File: src/rtl/bedc_pkg.sv
package bedc_pkg;

  localparam int TIME_BITS = 32;
  localparam int INTERVAL_BITS = 16;
  localparam int CMP_BITS = (TIME_BITS > INTERVAL_BITS) ? TIME_BITS : INTERVAL_BITS;
  localparam logic [INTERVAL_BITS-1:0] INTERVAL_RESET = INTERVAL_BITS'(500);

  typedef enum logic [2:0] {
    EV_NONE   = 3'd0,
    EV_DOWN   = 3'd1,
    EV_UP     = 3'd2,
    EV_HELD   = 3'd3,
    EV_DOUBLE = 3'd4
  } btn_ev_t;

  typedef struct packed {
    logic        left_level;
    logic        right_level;
    logic        middle_level;
    logic [31:0] now_ms;
  } in_beat_t;

  typedef struct packed {
    logic [2:0] left_event;
    logic [2:0] right_event;
    logic [2:0] middle_event;
  } out_beat_t;

  // shared by all lanes for one tick
  typedef struct packed {
    logic                     take;
    logic [TIME_BITS-1:0]     now;
    logic [INTERVAL_BITS-1:0] interval;
  } lane_ctl_t;

endpackage

File: src/rtl/bedc_lane.sv
module bedc_lane (
  input  logic                clk,
  input  logic                rst,
  input  bedc_pkg::lane_ctl_t ctl,
  input  logic                level,
  output bedc_pkg::btn_ev_t   ev
);
  import bedc_pkg::*;

  logic                 prev;
  logic [1:0]           cnt;
  logic [TIME_BITS-1:0] first_time;
  logic [1:0]           cnt_next;
  logic [TIME_BITS-1:0] first_time_next;

  logic [TIME_BITS-1:0] elapsed;
  logic [CMP_BITS-1:0]  elapsed_w;
  logic [CMP_BITS-1:0]  interval_w;
  logic                 ge;
  logic                 le;
  logic [1:0]           cnt_eff;

  assign elapsed    = ctl.now - first_time;
  assign elapsed_w  = CMP_BITS'(elapsed);
  assign interval_w = CMP_BITS'(ctl.interval);
  assign ge         = elapsed_w >= interval_w;
  assign le         = elapsed_w <= interval_w;
  // a stale first press is dropped before counting a new one
  assign cnt_eff    = (cnt == 2'd1 && ge) ? 2'd0 : cnt;

  always_comb begin
    ev              = EV_NONE;
    cnt_next        = cnt;
    first_time_next = first_time;
    if (!prev && level) begin
      ev = EV_DOWN;
      cnt_next = (cnt_eff == 2'd3) ? 2'd3 : cnt_eff + 2'd1;
      if (cnt_next == 2'd1) begin
        first_time_next = ctl.now;
      end
    end else if (prev && !level) begin
      ev = EV_UP;
      if (cnt == 2'd1) begin
        if (ge) begin
          cnt_next = 2'd0;
        end
      end else if (cnt == 2'd2) begin
        if (le) begin
          ev = EV_DOUBLE;
        end
        cnt_next = 2'd0;
      end
    end else if (prev && level) begin
      ev = EV_HELD;
    end
  end

  always_ff @(posedge clk) begin
    if (rst) begin
      prev       <= 1'b0;
      cnt        <= 2'd0;
      first_time <= '0;
    end else if (ctl.take) begin
      prev       <= level;
      cnt        <= cnt_next;
      first_time <= first_time_next;
    end
  end

  a_cnt_never_three: assert property (@(posedge clk) disable iff (rst) cnt != 2'd3)
    else $error("click count reached three");
  a_double_needs_two: assert property (@(posedge clk) disable iff (rst)
    ev == EV_DOUBLE |-> cnt == 2'd2)
    else $error("double click without two counted presses");
  a_double_clears: assert property (@(posedge clk) disable iff (rst)
    (ctl.take && ev == EV_DOUBLE) |=> cnt == 2'd0)
    else $error("count not cleared after double click");
  a_first_press_time: assert property (@(posedge clk) disable iff (rst)
    (ctl.take && ev == EV_DOWN && cnt_next == 2'd1) |=> first_time == $past(ctl.now))
    else $error("first press time not captured");

endmodule

File: src/rtl/bedc_merge.sv
module bedc_merge (
  input  logic                clk,
  input  logic                rst,
  input  logic                take,
  input  bedc_pkg::btn_ev_t   left_ev,
  input  bedc_pkg::btn_ev_t   right_ev,
  input  bedc_pkg::btn_ev_t   middle_ev,
  output logic                hold,
  output logic                out_valid,
  input  logic                out_stall,
  output bedc_pkg::out_beat_t out_data
);
  import bedc_pkg::*;

  assign hold = out_valid && out_stall;

  always_ff @(posedge clk) begin
    if (rst) begin
      out_valid <= 1'b0;
    end else if (take) begin
      out_valid <= 1'b1;
    end else if (!out_stall) begin
      out_valid <= 1'b0;
    end
  end

  // payload needs no reset
  always_ff @(posedge clk) begin
    if (take) begin
      out_data.left_event   <= 3'(left_ev);
      out_data.right_event  <= 3'(right_ev);
      out_data.middle_event <= 3'(middle_ev);
    end
  end

  a_take_fills: assert property (@(posedge clk) disable iff (rst) take |=> out_valid)
    else $error("accepted tick did not produce a beat");
  a_no_overwrite: assert property (@(posedge clk) disable iff (rst) hold |-> !take)
    else $error("held beat overwritten");
  a_drain: assert property (@(posedge clk) disable iff (rst)
    (out_valid && !out_stall && !take) |=> !out_valid)
    else $error("beat repeated after delivery");

endmodule

File: src/rtl/button_edge_and_double_click_unit.sv
// Button edge and double-click detector for left, right and middle buttons.
// One tick is accepted every clock cycle and its three events appear on the
// output in the cycle after acceptance, held in a single output register; the
// input stalls only while that register holds a beat that is itself stalled.
// Each button has its own lane with one timestamp subtract and interval
// compares, so the lanes run side by side. The double-click interval resets
// to 500 ms and is written through cfg_we and cfg_data; the user must write
// it only while no tick is in flight, as the block does not enforce this.
module button_edge_and_double_click_unit (
  input  logic                clk,
  input  logic                rst,
  input  logic                in_valid,
  output logic                in_stall,
  input  bedc_pkg::in_beat_t  in_data,
  output logic                out_valid,
  input  logic                out_stall,
  output bedc_pkg::out_beat_t out_data,
  input  logic                cfg_we,
  input  logic [15:0]         cfg_data
);
  import bedc_pkg::*;

  logic [INTERVAL_BITS-1:0] interval;
  lane_ctl_t                ctl;
  logic                     hold;
  btn_ev_t                  left_ev;
  btn_ev_t                  right_ev;
  btn_ev_t                  middle_ev;

  always_ff @(posedge clk) begin
    if (rst) begin
      interval <= INTERVAL_RESET;
    end else if (cfg_we) begin
      interval <= cfg_data;
    end
  end

  assign in_stall     = hold;
  assign ctl.take     = in_valid && !hold;
  assign ctl.now      = TIME_BITS'(in_data.now_ms);
  assign ctl.interval = interval;

  bedc_lane u_left (
    .clk   (clk),
    .rst   (rst),
    .ctl   (ctl),
    .level (in_data.left_level),
    .ev    (left_ev)
  );

  bedc_lane u_right (
    .clk   (clk),
    .rst   (rst),
    .ctl   (ctl),
    .level (in_data.right_level),
    .ev    (right_ev)
  );

  bedc_lane u_middle (
    .clk   (clk),
    .rst   (rst),
    .ctl   (ctl),
    .level (in_data.middle_level),
    .ev    (middle_ev)
  );

  bedc_merge u_merge (
    .clk       (clk),
    .rst       (rst),
    .take      (ctl.take),
    .left_ev   (left_ev),
    .right_ev  (right_ev),
    .middle_ev (middle_ev),
    .hold      (hold),
    .out_valid (out_valid),
    .out_stall (out_stall),
    .out_data  (out_data)
  );

  a_reset_empty: assert property (@(posedge clk) rst |=> !out_valid)
    else $error("output beat present after reset");
  a_stall_only_full: assert property (@(posedge clk) disable iff (rst)
    in_stall |-> out_valid)
    else $error("input stalled with empty output register");
  a_cfg_write: assert property (@(posedge clk) disable iff (rst)
    cfg_we |=> interval == $past(cfg_data))
    else $error("interval write lost");

endmodule
File: config.mk
export PLATFORM = sky130hd
export DESIGN_NAME = button_edge_and_double_click_unit
export DESIGN_NICKNAME = d
export VERILOG_FILES = /design/src/rtl/bedc_pkg.sv /design/src/rtl/bedc_lane.sv /design/src/rtl/bedc_merge.sv /design/src/rtl/button_edge_and_double_click_unit.sv
export SDC_FILE = /design/constraint.sdc
export NUM_CORES = 1
export LEC_CHECK = 0
export ABC_AREA = 1
export BUFFER_PORTS_ARGS = -buffer_cell sky130_fd_sc_hd__buf_2
export CAP_MARGIN = 10
export CORE_ASPECT_RATIO = 1.2
export CORE_MARGIN = 1
export CORE_UTILIZATION = 58
export CTS_CLUSTER_DIAMETER = 200
export DETAILED_ROUTE_END_ITERATION = 8
export PLACE_DENSITY = 0.89
export SYNTH_ARGS = -nofsm -noshare
export SYNTH_HDL_FRONTEND = slang
export SYNTH_HIERARCHICAL = 1
export SYNTH_SLANG_ARGS = --single-unit
File: constraint.sdc
create_clock -name clk -period 3.2 [get_ports clk]
set_input_delay 0.64 -clock clk [delete_from_list [all_inputs] [get_ports clk]]
set_output_delay 0.64 -clock clk [all_outputs]
set_load 0.01 [all_outputs]
==> results of run 1 <==
==> cells by family after synthesis <==
kind of cell    after synthesis  share of synthesized area (%)
fa+ha+maj                   153                           13.7
simple gates               1396                           41.1
buf+inv                     512                           14.9
xor+xnor                     46                           2.86
compound gates              207                           8.17
flops                       131                           19.2
==> metal layers <==
| layer | overflow | global-route usage, % |
|---|---|---|
| met4 | 9 | 51.5 |
| met3 | 0 | 32.0 |
| met1 | 0 | 61.9 |
| met5 | 0 | 8.50 |
| met2 | 23 | 83.4 |
==> through the flow <==
| step | util, % | std cells | setup TNS, ps | setup slack (ps) | area [um2] |
|---|---|---|---|---|---|
| after detailed placement | 74.1 | 3146 | -69230 | -741 | 17700 |
| after floorplan | - | 2445 | -6170 | -121 | 14500 |
| after CTS | 82.4 | 3234 | -11120 | -180 | 19700 |
| after global placement | 74.1 | 3146 | -56340 | -625 | 17700 |
==> Yosys cell counts (2+ instances only) <==
library cell | n | area share (%)
a21oi_1 | 147 | 5.2
nor2_1 | 272 | 7.2
fa_1 | 3 | 0.43
edfxtp_1 | 9 | 1.9
o21ai_0 | 20 | 0.71
ha_1 | 150 | 13
nor3_1 | 17 | 0.60
nand3_2 | 3 | 0.21
clkbuf_8 | 4 | 0.39
a21o_1 | 2 | 0.11
buf_6 | 16 | 1.3
xor2_1 | 42 | 2.6
o21ai_1 | 2 | 0.071
dfxtp_1 | 122 | 17
nand2_1 | 876 | 23
nand3b_1 | 15 | 0.80
or2_2 | 9 | 0.40
inv_2 | 2 | 0.053
nand2_2 | 21 | 0.93
inv_1 | 474 | 13
o21bai_1 | 11 | 0.59
a21oi_2 | 8 | 0.50
a211oi_1 | 5 | 0.27
nand4_1 | 39 | 1.7
buf_4 | 2 | 0.11
nand3_1 | 114 | 4.0
and2_1 | 5 | 0.22
or4_1 | 2 | 0.11
buf_1 | 3 | 0.080
clkbuf_1 | 8 | 0.21
a31oi_1 | 4 | 0.18
nor2_4 | 2 | 0.16
o221a_2 | 2 | 0.16
xnor2_1 | 4 | 0.25
nor2_2 | 14 | 0.62
nand3b_4 | 2 | 0.28
a221oi_1 | 3 | 0.19
o221ai_1 | 2 | 0.12
==> repair_timing <==
item                                    in CTS
endpoints found under the setup margin     107
setup buffers                               46
hold buffers                                 0
gates resized for setup                    187
endpoints found under the hold margin        0
pin swaps                                   61
gates cloned                                10
==> results.env, run 1 <==
INITIAL_UTILIZATION_PCT=59.0
SYNTH.FF_LATCH_COUNT=131
YS_TYPES=47
DP.FINAL_HPWL_MM=40.5
FIRSTERROR='[ERROR GRT-0116] Global routing finished with congestion. Check the congestion regions in the DRC Viewer.'
ASYNC_RESET_FF_SHARE_PCT=0
NUMBER_OF_PLACEMENT_ROWS=62
GRT_PASS1_WL_MM=112
PORT_BUFFERS=66
SYNTH_EDF_COUNT=9
STOP_STAGE='global routing (5_1_grt)'
OUTCOME='aborted with a tool error'
SYN-INSTANCE-COUNT=2445
GLOBALROUTETOTALUTIL_PCT=58.9
CTS_BUFFERS=17
CTS_MAX_LEVEL=4
NUMCLOCKSINKS=131
SYN_AVG_CELL_AREA_UM2=5.77
NUMBER_OF_GLOBAL_ROUTE_VIAS_BEFORE_REPAIR=20400
SYN-CELL-AREA_UM2=14100
GP_ROUTABILITY_CONGESTION=1.07
DIEWIDTH_UM=144
MAPPEDNETLISTNETS=2654
DESIGN.PORTCOUNT=67
CTS.PATH.MAX_BUFFERS=2
GRT.OVERFLOW.TOTAL=32
YS.WARNINGS.COUNT=6
POSTSYNTH.TOPFLOPCELL='dfxtp_1'
CLOCK-ROOT-BUFFER='clkbuf_16'
DIE-HEIGHT_UM=173
SYNTH.YOSYS.SEQ_AREA_SHARE_PCT=19.2
LARGEST_NET_DEGREE_AT_THE_START_OF_GLOBAL_ROUTING=75
==> run 2: changes to the inputs <==
--- a/config.mk
+++ b/config.mk
@@ -8,12 +8,10 @@
 export ABC_AREA = 1
 export BUFFER_PORTS_ARGS = -buffer_cell sky130_fd_sc_hd__buf_2
 export CAP_MARGIN = 10
-export CORE_ASPECT_RATIO = 1.2
 export CORE_MARGIN = 1
-export CORE_UTILIZATION = 58
-export CTS_CLUSTER_DIAMETER = 200
+export CORE_UTILIZATION = 40
 export DETAILED_ROUTE_END_ITERATION = 8
-export PLACE_DENSITY = 0.89
+export PLACE_DENSITY_LB_ADDON = 0.15
 export SYNTH_ARGS = -nofsm -noshare
 export SYNTH_HDL_FRONTEND = slang
 export SYNTH_HIERARCHICAL = 1
==> constraint.sdc (replaced) <==
create_clock -name clk -period 4.2 [get_ports clk]
set_input_delay 0.84 -clock clk [delete_from_list [all_inputs] [get_ports clk]]
set_output_delay 0.84 -clock clk [all_outputs]
set_load 0.01 [all_outputs]
==> run 2 against run 1 <==
  * The run now ends clean
  * Synthesized cell count unchanged
  * Synthesized area stayed put
==> results.env, run 2 <==
OUTCOME='completed'
GR-USAGE-MET2_PCT=47.3
YOSYS-TOP-CELLS-AREA='nand2_1, dfxtp_1, ha_1'
SYN_TO_FINAL_GROWTH_PCT=13.5
CP-END-KIND='flop'
POST-SYNTH-TOP-COUNT-CELL='nand2_1'
CLOCK-ROOT-BUFFER='clkbuf_16'
FINAL.HOLD.WORST_SLACK_PS=464
PATH_CELLS='buf_2, inv_1, ha_1, fa_1, inv_1, nand2_1, nand3_1, nand3_1, nand2_1, xor2_1, ha_1, nand4_1, or4_1, nand2_1, nor2_1, nand2_2, nand2_1, nor2_4, buf_12, nand2_1, a21oi_1'
WORSTSKEWPAIRLATENCY_PS=450
YS.WARNINGS.COUNT=6
POSTLAYOUTCELLAREA_UM2=16000
HOLD_PATH.CLASS='reg2reg'
NUMBER_OF_PLACEMENT_ROWS=68
CRIT_START='in_data[0]'
SLEW-LIMIT-HEADROOM_PCT=44.2
FIN_SKEW_PS=11.4
MAXIMUM_FANOUT_ALONG_THE_WORST_PATH=16
POST_ROUTE_CELLS_DRIVE_ABOVE_1_SHARE_PCT=9.47
FINAL-SETUP-VIOL-COUNT=0
SYNTH.FF_LATCH_COUNT=131
GRT.OVERFLOW.TOTAL=0
CPMOSTUSEDCELL='nand2_1'
TIMING.HOLD.WORST.START='u_middle/first_time[10]'
CLK_PIN_SLEW_PS=60
CTS_TREE='built'
MOSTFREQUENTLAYOUTCELLS='nand2_1, inv_1, nor2_1'
POSTROUTEWIRELENGTH_MM=47.1
CTS_MAX_LEVEL=4
DRT-WIRELENGTH-PER-CELL_UM=15.5
GR-USAGE-MET3_PCT=3.45
CRIT_PATH_MAX_INCR_DELAY_PS=590
DIE-AREA_UM2=36000
CRIT-REG2REG-CAPTURE='u_right/first_time[19]'
DETAIL_ROUTE.VIAS_PER_CELL=4.91
CRIT_ARRIVAL_PS=4340
CP_NUM_CELLS=21
POST-CTS-SETUP-BUFFERS=0
DETAILEDROUTE.FIRSTPASSITERATIONCOUNT=5
NUMBER_OF_GLOBAL_ROUTE_VIAS_BEFORE_REPAIR=14400
SYN-INSTANCE-COUNT=2445
MAX_FREQ_GHz=0.252
SYN-CELL-AREA_UM2=14100
GRT_PASS1_WL_MM=74.5
HOLD_BUFFERS=0
CRIT_TYPE='in2reg'
CRIT_PATH_MAX_DELAY_FAMILY='simple AND/OR/NAND/NOR gates'
VDD_DROP_MAX_V=0.000295
POWER_DENSITY_nW_PER_UM2=307
PIN_SLEW_WITH_THE_LEAST_HEADROOM_TO_ITS_LIMIT_PS=836
R2R-START='u_right/first_time[6]'
POST_LAYOUT_NONFILLER_INSTANCES=3041
MIN_PERIOD_OVER_PERIOD_PCT=94.6
YS_TOP_CELLS_BY_COUNT='nand2_1, inv_1, nor2_1'
CTS.PATH.MAX_BUFFERS=2
GRTUSAGEMET1_PCT=32.5
SYN_AVG_CELL_AREA_UM2=5.77
TIME_THE_WORST_PATH_NEEDS_WITH_I_O_DELAYS_AND_SETUP_PS=3970
FINALHOLDVIOLCOUNT=0
MOST_COMMON_CELL_AFTER_LAYOUT_FILL_AND_TAPS_ASIDE='nand2_1'
SYNTH.YOSYS.SEQ_AREA_SHARE_PCT=19.2
WORSTSETUPSTARTPOINTTYPE='input pin'
INITIALDRTVIOLATIONCOUNT=712
CP_NUM_BUF_INV=4
YOSYSTOPAREACELLSHARE_PCT=23.3
GLOBALROUTETOTALUTIL_PCT=26.8
PLACE_INST=3009
R2R_CELLS=20
GRT_ANTENNA_BEFORE_REPAIR=0
FIN_NETS=2782
YS_TYPES=47
FINISH.UTILIZATION_PCT=46.2
ROUTE.VIAS.TOTAL=14900
CP-ENDPOINT='u_right/first_time[19]'
WORSTPATHREQUIRED_PS=4560
ASYNC_RESET_FF_SHARE_PCT=0
CTS_BUFFERS=17
POWER_LEAKAGE_nW=8.65
CRIT_SLOWEST_CELL='or4_1'
POSTSYNTH.TOPFLOPCELL='dfxtp_1'
CTS-RESIZED-GATES=0
GP_ROUTABILITY_CONGESTION=0.975
DIEWIDTH_UM=190
LARGEST_NET_DEGREE_AT_THE_START_OF_GLOBAL_ROUTING=43
NUMCLOCKSINKS=131
FP.COREAREA_UM2=34600
DP.FINAL_HPWL_MM=38.7
GR-MAX-USAGE-LAYER='met2'
ROUTE.DETAILED.DRC=0
LARGESTREGISTERS='u_left/first_time: 32 flops, u_middle/first_time: 32 flops, u_right/first_time: 32 flops'
GRT_SETUP_UNREPAIRED='false'
ANT_NETS=0
MAX_CAP_VIOLATIONS=0
PORT_BUFFERS=66
R2R_SETUP_SLACK_PS=510
DESIGN.PORTCOUNT=67
MAPPEDNETLISTNETS=2654
ANTENNA_CELLS_INSERTED=0
INITIAL_UTILIZATION_PCT=40.7
INSTANCE_AREA_AT_PLACEMENT_UM2=15400
POST-SYNTH-TOP-AREA-CELL='nand2_1'
SYNTH_EDF_COUNT=9
DIE-HEIGHT_UM=190
DRV_SLEW=0
run 2: cell counts after synthesis:
No cell type changed its count.
run 2: report_power, final:
part	total, W	switching (W)	internal (W)
Sequential	0.00137	0.0000453	0.00133
Combinational	0.00196	0.00124	0.000718
Clock	0.00159	0.000649	0.000938
run 2: tightest hold or removal path: stages (launching register included):
cell and delay, ps:
dfxtp_1 310, nand2_1 60, a21oi_1 50
run 2: through the flow:
stage          total power, W  TNS [ps]  worst slack [ps]
2_1_floorplan         0.00271         0               522
3_3_place_gp          0.00331     -5920              -110
3_5_place_dp          0.00333    -12240              -240
4_1_cts               0.00494         0               223
5_1_grt               0.00525         0              9.26
6_report              0.00492         0               227
run 2: layer usage:
| metal | part of all wire [%] | wire [um] |
|---|---|---|
| met5 | 0 | 0 |
| met1 | 44 | 20800 |
| met4 | 3.4 | 1600 |
| met2 | 48 | 22700 |
| met3 | 4.3 | 2040 |
run 2: worst min-delay path by stage:
stage,to,cells past startpoint
floorplan,u_left/cnt[1],2
global placement,u_right/first_time[22],2
detailed placement,u_middle/first_time[13],2
CTS,u_middle/first_time[13],2
global route,u_right/first_time[23],2
finish,u_middle/first_time[10],2
run 2: final cells by class:
| class | count | area, um2 |
|---|---|---|
| Fill cell | 3752 | 18600 |
| Inverter | 477 | 1790 |
| Multi-Input combinational cell | 1802 | 9290 |
| Timing Repair Buffer | 144 | 1040 |
| Clock buffer | 17 | 425 |
| Clock inverter | 15 | 179 |
| Sequential cell | 131 | 2710 |
| Tap cell | 455 | 569 |
run 2: logic make-up (layout without fill, tap and decap cells):
| group | after synthesis | in the layout | share of synthesized area (%) |
|---|---|---|---|
| fa+ha+maj | 153 | 153 | 13.7 |
| compound gates | 207 | 207 | 8.17 |
| flops | 131 | 131 | 19.2 |
| buf+inv | 512 | 653 | 14.9 |
| simple gates | 1396 | 1396 | 41.1 |
| xor+xnor | 46 | 46 | 2.86 |
Note: power is estimated with default switching activity, not from simulation.
